File: src/rtl/core/large_tilemap_scroll_streamer_defines.svh
// Assertion shorthands for the scroll streamer; clocked on clk_i, off in reset.
`ifndef LARGE_TILEMAP_SCROLL_STREAMER_DEFINES_SVH
`define LARGE_TILEMAP_SCROLL_STREAMER_DEFINES_SVH

// same-cycle implication
`define LTSS_ASSERT_IMP(lbl, ante, cons, msg) \
  lbl: assert property (@(posedge clk_i) disable iff (!rst_ni) (ante) |-> (cons)) \
    else $error(msg);

// next-cycle implication
`define LTSS_ASSERT_NXT(lbl, ante, cons, msg) \
  lbl: assert property (@(posedge clk_i) disable iff (!rst_ni) (ante) |=> (cons)) \
    else $error(msg);

`endif

File: src/rtl/core/ltss_pkg.sv
package ltss_pkg;

  localparam int unsigned RingColumns = 64;
  localparam int unsigned RingRows    = 32;
  localparam int unsigned MaxMapSide  = 1024;

  localparam int unsigned KindW  = 2;
  localparam int unsigned PosW   = 32;
  localparam int unsigned SvW    = 9;
  localparam int unsigned ColW   = $clog2(RingColumns);
  localparam int unsigned RowW   = $clog2(RingRows);
  localparam int unsigned SrcW   = 24;
  localparam int unsigned ModW   = $clog2(MaxMapSide);
  localparam int unsigned SideW  = ModW + 1;
  localparam int unsigned CfgW   = 11;
  localparam int unsigned CfgIdxW = 1;
  // tile line coordinate: pos >>> 3 plus a small offset
  localparam int unsigned LineW  = PosW - 2;

  // bit positions inside the request kind
  localparam int unsigned KindAxisY = 0;
  localparam int unsigned KindWrap  = 1;

  localparam int unsigned MapWidthReset  = 64;
  localparam int unsigned MapHeightReset = 32;

  localparam int unsigned StepPix       = 8;
  localparam int unsigned ScreenMarginX = 256;
  localparam int unsigned ScreenMarginY = 192;
  localparam int unsigned FwdColOffset  = 34;
  localparam int unsigned FwdRowOffset  = 25;
  localparam int unsigned BackOffset    = 2;
  localparam int unsigned ColTilesClamp = 29;
  localparam int unsigned ColTilesWrap  = 28;
  localparam int unsigned RowTiles      = 37;
  localparam int unsigned CntW          = $clog2(RowTiles);

  typedef enum logic [CfgIdxW-1:0] {
    REG_MAP_WIDTH  = 1'b0,
    REG_MAP_HEIGHT = 1'b1
  } cfg_reg_e;

  typedef struct packed {
    logic                    start;
    logic signed [LineW-1:0] value;
    logic [SideW-1:0]        modulus;
  } mod_req_t;

  typedef struct packed {
    logic            done;
    logic [ModW-1:0] result;
  } mod_rsp_t;

endpackage

File: src/rtl/core/ltss_intf.sv
interface ltss_req_if;
  import ltss_pkg::*;
  logic                   valid;
  logic                   ready;
  logic [KindW-1:0]       kind;
  logic signed [PosW-1:0] target;

  modport source (output valid, kind, target, input ready);
  modport sink (input valid, kind, target, output ready);
endinterface

interface ltss_res_if;
  import ltss_pkg::*;
  logic                   valid;
  logic                   ready;
  logic                   result_kind;
  logic [SvW-1:0]         scroll_value;
  logic [ColW-1:0]        ring_column;
  logic [RowW-1:0]        ring_row;
  logic signed [SrcW-1:0] source_index;
  logic                   more_pending;
  logic                   last;

  modport source (output valid, result_kind, scroll_value, ring_column, ring_row,
                  source_index, more_pending, last, input ready);
  modport sink (input valid, result_kind, scroll_value, ring_column, ring_row,
                source_index, more_pending, last, output ready);
endinterface

File: src/rtl/core/ltss_mod.sv
// Non-negative modulo, restoring, one bit per cycle.
module ltss_mod (
  input  logic               clk_i,
  input  logic               rst_ni,
  input  ltss_pkg::mod_req_t req_i,
  output ltss_pkg::mod_rsp_t rsp_o
);
  import ltss_pkg::*;

  localparam int unsigned BitCntW = $clog2(LineW);

  logic               busy_q;
  logic               done_q;
  logic               neg_q;
  logic [BitCntW-1:0] cnt_q;
  logic [LineW-1:0]   mag_q;
  logic [ModW-1:0]    rem_q;
  logic [SideW-1:0]   m_q;

  logic [SideW-1:0] trial;
  logic [SideW-1:0] trial_sub;
  logic [SideW-1:0] fix_w;
  logic             take;

  always_comb begin
    trial     = {rem_q, mag_q[LineW-1]};
    take      = (trial >= m_q);
    trial_sub = trial - m_q;
    fix_w     = m_q - {1'b0, rem_q};
  end

  // negative input: remainder of the magnitude folded back into 0..m-1
  assign rsp_o.done   = done_q;
  assign rsp_o.result = (neg_q && (rem_q != '0)) ? fix_w[ModW-1:0] : rem_q;

  always_ff @(posedge clk_i or negedge rst_ni) begin
    if (!rst_ni) begin
      busy_q <= 1'b0;
      done_q <= 1'b0;
      neg_q  <= 1'b0;
      cnt_q  <= '0;
      mag_q  <= '0;
      rem_q  <= '0;
      m_q    <= '0;
    end else begin
      done_q <= 1'b0;
      if (req_i.start) begin
        busy_q <= 1'b1;
        neg_q  <= req_i.value[LineW-1];
        mag_q  <= req_i.value[LineW-1] ? LineW'(-req_i.value) : LineW'(req_i.value);
        rem_q  <= '0;
        m_q    <= req_i.modulus;
        cnt_q  <= BitCntW'(LineW - 1);
      end else if (busy_q) begin
        rem_q <= take ? trial_sub[ModW-1:0] : trial[ModW-1:0];
        mag_q <= {mag_q[LineW-2:0], 1'b0};
        if (cnt_q == '0) begin
          busy_q <= 1'b0;
          done_q <= 1'b1;
        end else begin
          cnt_q <= cnt_q - 1'b1;
        end
      end
    end
  end

endmodule

File: src/rtl/core/large_tilemap_scroll_streamer.sv
// Channel | Dir | Payload                                              | Transfer
// req_i   | in  | kind, target                                         | valid && ready
// res_o   | out | result_kind, scroll_value, ring_column, ring_row,    | valid && ready
//         |     | source_index, more_pending, last                     |
// cfg     | in  | cfg_we_i, cfg_index_i, cfg_data_i                    | cfg_we_i high
//
// Flow: a request with no tile step goes through S_CLAMP, S_STEP, S_PEND and
// S_HEAD to its scroll result. A clamped step then adds its copy commands (29 or
// 37). A wrapping step first runs two passes of the one modulo unit, line then tile.
// Commands leave one per cycle through a single output register while res_o is ready.
// Reset: asynchronous, active low; scroll positions clear, map sides go to 64x32.
// Stalls: req_i.ready is high only between requests; a stalled output holds the
// sequencer, and the next request is taken while the final result still waits.
`include "large_tilemap_scroll_streamer_defines.svh"

module large_tilemap_scroll_streamer (
  input  logic                          clk_i,
  input  logic                          rst_ni,
  ltss_req_if.sink                      req_i,
  ltss_res_if.source                    res_o,
  input  logic                          cfg_we_i,
  input  logic [ltss_pkg::CfgIdxW-1:0]  cfg_index_i,
  input  logic [ltss_pkg::CfgW-1:0]     cfg_data_i
);
  import ltss_pkg::*;

  typedef enum logic [2:0] {
    S_IDLE,
    S_CLAMP,
    S_STEP,
    S_PEND,
    S_HEAD,
    S_MODF,
    S_MODV,
    S_EMIT
  } state_e;

  localparam logic signed [PosW:0] StepPos = (PosW+1)'(StepPix);
  localparam logic signed [PosW:0] StepNeg = -(PosW+1)'(StepPix);

  state_e state_q;

  // config
  logic [CfgW-1:0]  map_w_q;
  logic [CfgW-1:0]  map_h_q;
  logic [SideW-1:0] w_side;
  logic [SideW-1:0] h_side;

  // request context
  logic [KindW-1:0]       kind_q;
  logic signed [PosW-1:0] t_q;
  logic signed [PosW-1:0] pos_x_q;
  logic signed [PosW-1:0] pos_y_q;
  logic                   step_q;
  logic                   fwd_q;
  logic                   pend_q;
  logic signed [LineW-1:0] f_q;   // fixed line of the strip
  logic signed [LineW-1:0] v_q;   // running tile along the strip
  logic [ModW-1:0]        fm_q;
  logic [ModW-1:0]        vm_q;
  logic [CntW-1:0]        cnt_q;
  logic [CntW-1:0]        cnt_last_q;
  mod_req_t               mod_req_q;
  mod_rsp_t               mod_rsp;

  // output register
  logic                   out_valid_q;
  logic                   out_kind_q;
  logic [SvW-1:0]         out_sv_q;
  logic [ColW-1:0]        out_col_q;
  logic [RowW-1:0]        out_row_q;
  logic [SrcW-1:0]        out_src_q;
  logic                   out_pend_q;
  logic                   out_last_q;

  logic along_y;
  logic wrap;
  logic slot_free;
  logic in_xfer;

  logic signed [PosW-1:0]  lim_w;
  logic signed [PosW-1:0]  t_nn;
  logic signed [PosW-1:0]  t_cl;
  logic signed [PosW-1:0]  cur_w;
  logic signed [PosW:0]    diff_w;
  logic                    fwd_w;
  logic                    back_w;
  logic signed [PosW-4:0]  tx_w;
  logic signed [PosW-4:0]  ty_w;
  logic [SideW-1:0]        fmod_w;
  logic [SideW-1:0]        vmod_w;
  logic [SideW-1:0]        vm_wide_w;
  logic [SrcW-1:0]         a_w;
  logic [SrcW-1:0]         b_w;
  logic [SrcW-1:0]         prod_w;
  logic [SrcW-1:0]         src_w;
  logic [SvW-1:0]          sv_w;

  // out-of-range sides: 0 acts as 1, above the maximum saturates
  always_comb begin
    if (map_w_q == '0) begin
      w_side = SideW'(1);
    end else if (map_w_q > CfgW'(MaxMapSide)) begin
      w_side = SideW'(MaxMapSide);
    end else begin
      w_side = SideW'(map_w_q);
    end
    if (map_h_q == '0) begin
      h_side = SideW'(1);
    end else if (map_h_q > CfgW'(MaxMapSide)) begin
      h_side = SideW'(MaxMapSide);
    end else begin
      h_side = SideW'(map_h_q);
    end
  end

  assign along_y   = kind_q[KindAxisY];
  assign wrap      = kind_q[KindWrap];
  assign slot_free = !out_valid_q || res_o.ready;
  assign in_xfer   = req_i.valid && req_i.ready;

  always_comb begin
    // clamp: [0, side*8 - margin - 1]; small maps may end negative
    lim_w = along_y ? (PosW'({h_side, 3'b000}) - PosW'(ScreenMarginY))
                    : (PosW'({w_side, 3'b000}) - PosW'(ScreenMarginX));
    t_nn  = t_q[PosW-1] ? '0 : t_q;
    t_cl  = (t_nn >= lim_w) ? (lim_w - PosW'(1)) : t_nn;

    cur_w  = along_y ? pos_y_q : pos_x_q;
    diff_w = {t_q[PosW-1], t_q} - {cur_w[PosW-1], cur_w};
    fwd_w  = (diff_w >= StepPos);
    back_w = (diff_w <= StepNeg);

    // floor(pos / 8)
    tx_w = pos_x_q[PosW-1:3];
    ty_w = pos_y_q[PosW-1:3];

    fmod_w    = along_y ? h_side : w_side;
    vmod_w    = along_y ? w_side : h_side;
    vm_wide_w = {1'b0, vm_q};

    sv_w = along_y ? {1'b0, t_q[7:0]} : t_q[SvW-1:0];

    // x strip: column f, rows v; y strip: row f, columns v
    if (!along_y) begin
      a_w = wrap ? SrcW'(fm_q) : f_q[SrcW-1:0];
      b_w = wrap ? SrcW'(vm_q) : v_q[SrcW-1:0];
    end else begin
      a_w = wrap ? SrcW'(vm_q) : v_q[SrcW-1:0];
      b_w = wrap ? SrcW'(fm_q) : f_q[SrcW-1:0];
    end
    prod_w = b_w * SrcW'(w_side);
    src_w  = a_w + prod_w;
  end

  always_ff @(posedge clk_i or negedge rst_ni) begin
    if (!rst_ni) begin
      state_q     <= S_IDLE;
      map_w_q     <= CfgW'(MapWidthReset);
      map_h_q     <= CfgW'(MapHeightReset);
      pos_x_q     <= '0;
      pos_y_q     <= '0;
      kind_q      <= '0;
      t_q         <= '0;
      step_q      <= 1'b0;
      fwd_q       <= 1'b0;
      pend_q      <= 1'b0;
      f_q         <= '0;
      v_q         <= '0;
      fm_q        <= '0;
      vm_q        <= '0;
      cnt_q       <= '0;
      cnt_last_q  <= '0;
      mod_req_q   <= '0;
      out_valid_q <= 1'b0;
      out_kind_q  <= 1'b0;
      out_sv_q    <= '0;
      out_col_q   <= '0;
      out_row_q   <= '0;
      out_src_q   <= '0;
      out_pend_q  <= 1'b0;
      out_last_q  <= 1'b0;
    end else begin
      mod_req_q.start <= 1'b0;

      if (cfg_we_i) begin
        unique case (cfg_reg_e'(cfg_index_i))
          REG_MAP_WIDTH:  map_w_q <= cfg_data_i;
          REG_MAP_HEIGHT: map_h_q <= cfg_data_i;
          default: ;
        endcase
      end

      if (out_valid_q && res_o.ready) begin
        out_valid_q <= 1'b0;
      end

      unique case (state_q)
        S_IDLE: begin
          if (in_xfer) begin
            kind_q  <= req_i.kind;
            t_q     <= req_i.target;
            state_q <= S_CLAMP;
          end
        end

        S_CLAMP: begin
          if (!wrap) begin
            t_q <= t_cl;
          end
          state_q <= S_STEP;
        end

        // at most one tile step per request
        S_STEP: begin
          step_q <= fwd_w || back_w;
          fwd_q  <= fwd_w;
          if (fwd_w || back_w) begin
            if (along_y) begin
              pos_y_q <= fwd_w ? pos_y_q + PosW'(StepPix) : pos_y_q - PosW'(StepPix);
            end else begin
              pos_x_q <= fwd_w ? pos_x_q + PosW'(StepPix) : pos_x_q - PosW'(StepPix);
            end
          end
          state_q <= S_PEND;
        end

        // positions now hold the stepped value
        S_PEND: begin
          pend_q <= fwd_w || back_w;
          if (!along_y) begin
            f_q <= fwd_q ? LineW'(tx_w) + LineW'(FwdColOffset)
                         : LineW'(tx_w) - LineW'(BackOffset);
            v_q <= LineW'(ty_w) - LineW'(BackOffset);
            cnt_last_q <= wrap ? CntW'(ColTilesWrap - 1) : CntW'(ColTilesClamp - 1);
          end else begin
            f_q <= fwd_q ? LineW'(ty_w) + LineW'(FwdRowOffset)
                         : LineW'(ty_w) - LineW'(BackOffset);
            v_q <= LineW'(tx_w) - LineW'(BackOffset);
            cnt_last_q <= CntW'(RowTiles - 1);
          end
          cnt_q   <= '0;
          state_q <= S_HEAD;
        end

        S_HEAD: begin
          if (slot_free) begin
            out_valid_q <= 1'b1;
            out_kind_q  <= 1'b0;
            out_sv_q    <= sv_w;
            out_col_q   <= '0;
            out_row_q   <= '0;
            out_src_q   <= '0;
            out_pend_q  <= pend_q;
            out_last_q  <= !step_q;
            if (!step_q) begin
              state_q <= S_IDLE;
            end else if (wrap) begin
              mod_req_q.start   <= 1'b1;
              mod_req_q.value   <= f_q;
              mod_req_q.modulus <= fmod_w;
              state_q           <= S_MODF;
            end else begin
              state_q <= S_EMIT;
            end
          end
        end

        S_MODF: begin
          if (mod_rsp.done) begin
            fm_q              <= mod_rsp.result;
            mod_req_q.start   <= 1'b1;
            mod_req_q.value   <= v_q;
            mod_req_q.modulus <= vmod_w;
            state_q           <= S_MODV;
          end
        end

        S_MODV: begin
          if (mod_rsp.done) begin
            vm_q    <= mod_rsp.result;
            state_q <= S_EMIT;
          end
        end

        // one copy command per cycle while the output drains
        S_EMIT: begin
          if (slot_free) begin
            out_valid_q <= 1'b1;
            out_kind_q  <= 1'b1;
            out_sv_q    <= '0;
            out_col_q   <= along_y ? v_q[ColW-1:0] : f_q[ColW-1:0];
            out_row_q   <= along_y ? f_q[RowW-1:0] : v_q[RowW-1:0];
            out_src_q   <= src_w;
            out_pend_q  <= pend_q;
            out_last_q  <= (cnt_q == cnt_last_q);
            v_q         <= v_q + LineW'(1);
            vm_q        <= (vm_wide_w + SideW'(1) == vmod_w) ? '0 : vm_q + ModW'(1);
            cnt_q       <= cnt_q + CntW'(1);
            if (cnt_q == cnt_last_q) begin
              state_q <= S_IDLE;
            end
          end
        end

        default: state_q <= S_IDLE;
      endcase
    end
  end

  ltss_mod u_mod (
    .clk_i  (clk_i),
    .rst_ni (rst_ni),
    .req_i  (mod_req_q),
    .rsp_o  (mod_rsp)
  );

  assign req_i.ready        = (state_q == S_IDLE);
  assign res_o.valid        = out_valid_q;
  assign res_o.result_kind  = out_kind_q;
  assign res_o.scroll_value = out_sv_q;
  assign res_o.ring_column  = out_col_q;
  assign res_o.ring_row     = out_row_q;
  assign res_o.source_index = out_src_q;
  assign res_o.more_pending = out_pend_q;
  assign res_o.last         = out_last_q;

  // modulo work only for a wrapping request that stepped
  `LTSS_ASSERT_IMP(a_mod_only_wrap, mod_req_q.start, wrap && step_q, "modulo started without a wrapping step")
  // running ring remainder stays below its side
  `LTSS_ASSERT_IMP(a_vm_range, (state_q == S_EMIT) && wrap, vm_wide_w < vmod_w, "running remainder out of range")
  // a new request cannot move the scroll position as it is accepted
  `LTSS_ASSERT_NXT(a_pos_hold, in_xfer, $stable(pos_x_q) && $stable(pos_y_q), "scroll position moved on accept")

endmodule

File: src/flat_wrapper.sv
// flat-port wrapper written by rule: the top's interface ports become plain ports
module large_tilemap_scroll_streamer_flat import ltss_pkg::*;
  (clk_i, rst_ni, cfg_we_i, cfg_index_i, cfg_data_i, req_i_valid, req_i_kind, req_i_target, req_i_ready, res_o_valid, res_o_result_kind, res_o_scroll_value, res_o_ring_column, res_o_ring_row, res_o_source_index, res_o_more_pending, res_o_last, res_o_ready);
  ltss_req_if req_i_i ();
  ltss_res_if res_o_i ();
  input  logic clk_i;
  input  logic rst_ni;
  input  logic cfg_we_i;
  input  logic [ltss_pkg::CfgIdxW-1:0] cfg_index_i;
  input  logic [ltss_pkg::CfgW-1:0] cfg_data_i;
  input wire logic [$bits(req_i_i.valid)-1:0] req_i_valid;
  input wire logic [$bits(req_i_i.kind)-1:0] req_i_kind;
  input wire logic [$bits(req_i_i.target)-1:0] req_i_target;
  output wire logic [$bits(req_i_i.ready)-1:0] req_i_ready;
  output wire logic [$bits(res_o_i.valid)-1:0] res_o_valid;
  output wire logic [$bits(res_o_i.result_kind)-1:0] res_o_result_kind;
  output wire logic [$bits(res_o_i.scroll_value)-1:0] res_o_scroll_value;
  output wire logic [$bits(res_o_i.ring_column)-1:0] res_o_ring_column;
  output wire logic [$bits(res_o_i.ring_row)-1:0] res_o_ring_row;
  output wire logic [$bits(res_o_i.source_index)-1:0] res_o_source_index;
  output wire logic [$bits(res_o_i.more_pending)-1:0] res_o_more_pending;
  output wire logic [$bits(res_o_i.last)-1:0] res_o_last;
  input wire logic [$bits(res_o_i.ready)-1:0] res_o_ready;
  assign req_i_i.valid = req_i_valid;
  assign req_i_i.kind = req_i_kind;
  assign req_i_i.target = req_i_target;
  assign req_i_ready = req_i_i.ready;
  assign res_o_valid = res_o_i.valid;
  assign res_o_result_kind = res_o_i.result_kind;
  assign res_o_scroll_value = res_o_i.scroll_value;
  assign res_o_ring_column = res_o_i.ring_column;
  assign res_o_ring_row = res_o_i.ring_row;
  assign res_o_source_index = res_o_i.source_index;
  assign res_o_more_pending = res_o_i.more_pending;
  assign res_o_last = res_o_i.last;
  assign res_o_i.ready = res_o_ready;
  large_tilemap_scroll_streamer u_core (.clk_i(clk_i), .rst_ni(rst_ni), .req_i(req_i_i), .res_o(res_o_i), .cfg_we_i(cfg_we_i), .cfg_index_i(cfg_index_i), .cfg_data_i(cfg_data_i));
endmodule
File: config.mk
export PLATFORM = sky130hd
export DESIGN_NAME = large_tilemap_scroll_streamer_flat
export DESIGN_NICKNAME = d
export VERILOG_FILES = /design/src/rtl/core/ltss_pkg.sv /design/src/rtl/core/ltss_intf.sv /design/src/rtl/core/ltss_mod.sv /design/src/rtl/core/large_tilemap_scroll_streamer.sv /design/src/flat_wrapper.sv
export VERILOG_INCLUDE_DIRS = /design/src /design/src/rtl/core
export SDC_FILE = /design/constraint.sdc
export NUM_CORES = 2
export LEC_CHECK = 0
export BUFFER_PORTS_ARGS = -buffer_cell sky130_fd_sc_hd__buf_2
export CORE_MARGIN = 8
export CORE_UTILIZATION = 65
export CTS_CLUSTER_DIAMETER = 40
export DETAILED_ROUTE_END_ITERATION = 10
export GPL_TIMING_DRIVEN = 0
export PLACE_DENSITY = 0.82
export RECOVER_POWER = 25
export SETUP_SLACK_MARGIN = 0.2
export SYNTH_ARGS = -nofsm -noshare
export SYNTH_HDL_FRONTEND = slang
export SYNTH_SLANG_ARGS = --single-unit
File: constraint.sdc
create_clock -name clk_i -period 12.3 [get_ports clk_i]
set_input_delay 2.46 -clock clk_i [delete_from_list [all_inputs] [get_ports clk_i]]
set_output_delay 2.46 -clock clk_i [all_outputs]
set_load 0.05 [all_outputs]
==> out/metrics.cfg <==
[timing]
fin_ws_ns=0.601
hold_viol=0
fin_crit_sh_pct=95.1
skew_ns=0.0217
holdWs_ns=0.478
drv_slew=249
setup_violations=0
max_slew_margin_pct=-295
clock.fmax_mhz=85.5
tightest_slew_ns=5.92
grt_setup_unrepaired=no
fin_crit_ns=11.70

[worst_setup_path]
rr_startpoint=u_core.kind_q[0]
r2r-end=u_core.pos_x_q[30]
path_max_fanout=44
max_stage_delay_ns=0.66
required_ns=12.80
arrival_ns=12.20
critical_path.endpoint_type=register
start_kind=register
crit_end=u_core.pos_x_q[30]
worstSetupPathType=reg2reg
startpoint=u_core.kind_q[0]
cp_slowest_cell=mux2i_1
worstRegToRegCells=32
reg2reg_slack_ns=0.60
crit_top_cell=a21o_1

[status]
status=finished, violations left
violations=capacitance limit, slew limit

[clocking]
cts_tree=built
numCtsBuffers=66
clockBufferDepth=3
clkSlewWorstSetupHoldPaths_ns=0.06
holdBufCountCts=0
htree_levels=3
cts_sinks=359
cts_root_buf=clkbuf_16
insertion_delay_ns=0.62

[yosys]
async_reset_ff_share_pct=100
synth_edf_count=0
yosys-top-cells-area=dfrtp_1 (26%), fa_1 (10%), ha_1 (6.9%)
syn_area_um2=34000
yosysWarnings=0
netlist-cell-type-count=88
ys.flop_type=dfrtp_1
synth-seq-cells=359
syn-instance-count=4054
yosys.area.top_type=dfrtp_1
postSynthAreaPerCell_um2=8.38
ys_seq_area_share_pct=26.5
syn_nets=4467
yosysTopAreaCellShare_pct=26.3

[floorplanning]
io_pins=100
rows=83
die_w_um=245
die_area_um2=59800
die_h_um=245
core_area_um2=51500
start_util_pct=65.9

[placed_design]
dpl.hpwl_um=88100
globalplace.congestion=1.09
port_buffers=99
place_ws_ns=0.0683

[min_path]
min_from=u_core.mod_req_q[8]
min_path_type=reg2reg

[global_route]
grt_pass1_vias=31300
overflow=0
grtUsageTotal_pct=37.6
grt_pass1_wl_um=177000
grt_max_degree=117
antenna_found_initial=1

[flow_run]
max_cap_viol_count=3

[cells_and_area]
antenna_cells=0
fillCellCount=3971
final_nets=4639
final_common_cell=nand2_1
layout-drive-gt1-share_pct=8.55
syn_to_final_growth_pct=10.8
final_cell_mix=nand2_1 (571), dfrtp_1 (357), o21ai_0 (308)

[route]
drc=0
wl_per_cell_um=23.0
vias_per_cell=6.37
routed_wl_um=114000
drt_pass1_iterations=6
vias=31600
dr.first_iter.drc_count=3583
ant_nets=0

worst min-delay path by stage:
stage                                         end  slack, ns  depth (start not counted)
floorplan                     u_core.mod_req_q[2]       0.44                          2
finish                        u_core.mod_req_q[8]       0.48                          2
global route        u_core.res_o.source_index[22]       0.50                          2
detailed placement   u_core.res_o.scroll_value[4]       0.46                          2
global placement              u_core.mod_req_q[2]       0.46                          2
CTS                           u_core.mod_req_q[8]       0.48                          2
layer usage:
| metal | up-vias | global-route usage, % | share of wire (%) |
|---|---|---|---|
| met2 | 1617 | 60.0 | 45 |
| met1 | 15300 | 47.2 | 39 |
| met5 | - | 0 | 0.0096 |
| li1 | 14300 | - | - |
| met3 | 441 | 7.35 | 8.7 |
| met4 | 2 | 22.8 | 7.1 |
layout make-up:
class	instances	area, um^2	area share, %
Inverter	300	1130	2.99
Sequential cell	359	8990	23.9
Tap cell	680	851	2.26
Timing Repair Buffer	104	559	1.49
Multi-Input combinational cell	3142	22800	60.6
Clock inverter	45	510	1.36
Clock buffer	76	1750	4.65
Buffer	253	1060	2.81
stage by stage:
| stage | utilization (%) | std cells | setup TNS, ns | area [um^2] |
|---|---|---|---|---|
| 2_1_floorplan | - | 4054 | 0 | 34000 |
| 3_3_place_gp | 68.5 | 4833 | -7.53 | 35300 |
| 3_5_place_dp | 68.8 | 4838 | 0 | 35400 |
| 4_1_cts | 73.2 | 4959 | 0 | 37700 |
| 5_1_grt | 73.1 | 4959 | 0 | 37600 |
| 6_report | 73.1 | 4959 | 0 | 37600 |
cells by family (layout without fill, tap and decap cells):
family / after synthesis / in the layout / synth area share, %
AOI/OAI and AO/OA: 919 / 919 / 16.7
DFF: 359 / 359 / 26.5
buffers and inverters: 553 / 778 / 6.41
and+or+nand+nor: 1338 / 1338 / 18.0
adders and majority gates: 362 / 362 / 17.2
muxes: 232 / 232 / 7.74
xor gates and xnor gates: 291 / 291 / 7.51
Yosys cell counts, drive strengths merged (33+ instances only):
master / count
nand3: 75
fa: 174
o22ai: 41
xnor2: 199
mux2: 102
buf: 34
xor2: 92
nand2b: 50
clkbuf: 219
a22oi: 40
nor3: 91
inv: 297
o21ai: 312
a21o: 50
nand4: 33
ha: 188
and3: 45
nor2b: 57
a21oi: 235
and2: 42
nand2: 571
nor2: 278
mux2i: 126
dfrtp: 357
flip-flops by register name, indices dropped and copies added, names as in the netlist, 3 cells and up:
name,flops
u_core.cnt_last_q,4
u_core.cnt_q,6
u_core.f_q,30
u_core.fm_q,10
u_core.map_h_q,11
u_core.map_w_q,11
u_core.mod_req_q,42
u_core.pos_x_q,29
u_core.pos_y_q,29
u_core.res_o.ring_column,6
u_core.res_o.ring_row,5
u_core.res_o.scroll_value,9
u_core.res_o.source_index,24
u_core.state_q,3
u_core.t_q,32
u_core.u_mod.cnt_q,5
u_core.u_mod.m_q,11
u_core.u_mod.mag_q,30
u_core.u_mod.rem_q,10
u_core.v_q,30
u_core.vm_q,10
what timing repair did:
item	CTS	global route
setup buffers	0	0
setup endpoints to repair	2	7
resized for setup	1	5
critical path, delay by kind of cell, from the launching register on:
family,cells,cell delay (ns)
buffers and inverters,9,3.72
DFF,1,0.46
AOI/OAI and AO/OA,13,3.81
adders and majority gates,2,0.70
muxes,2,0.94
and+or+nand+nor,6,1.82
Power is not shown: default switching activity piles up to over one toggle a cycle in this logic, so the estimate is an artifact.
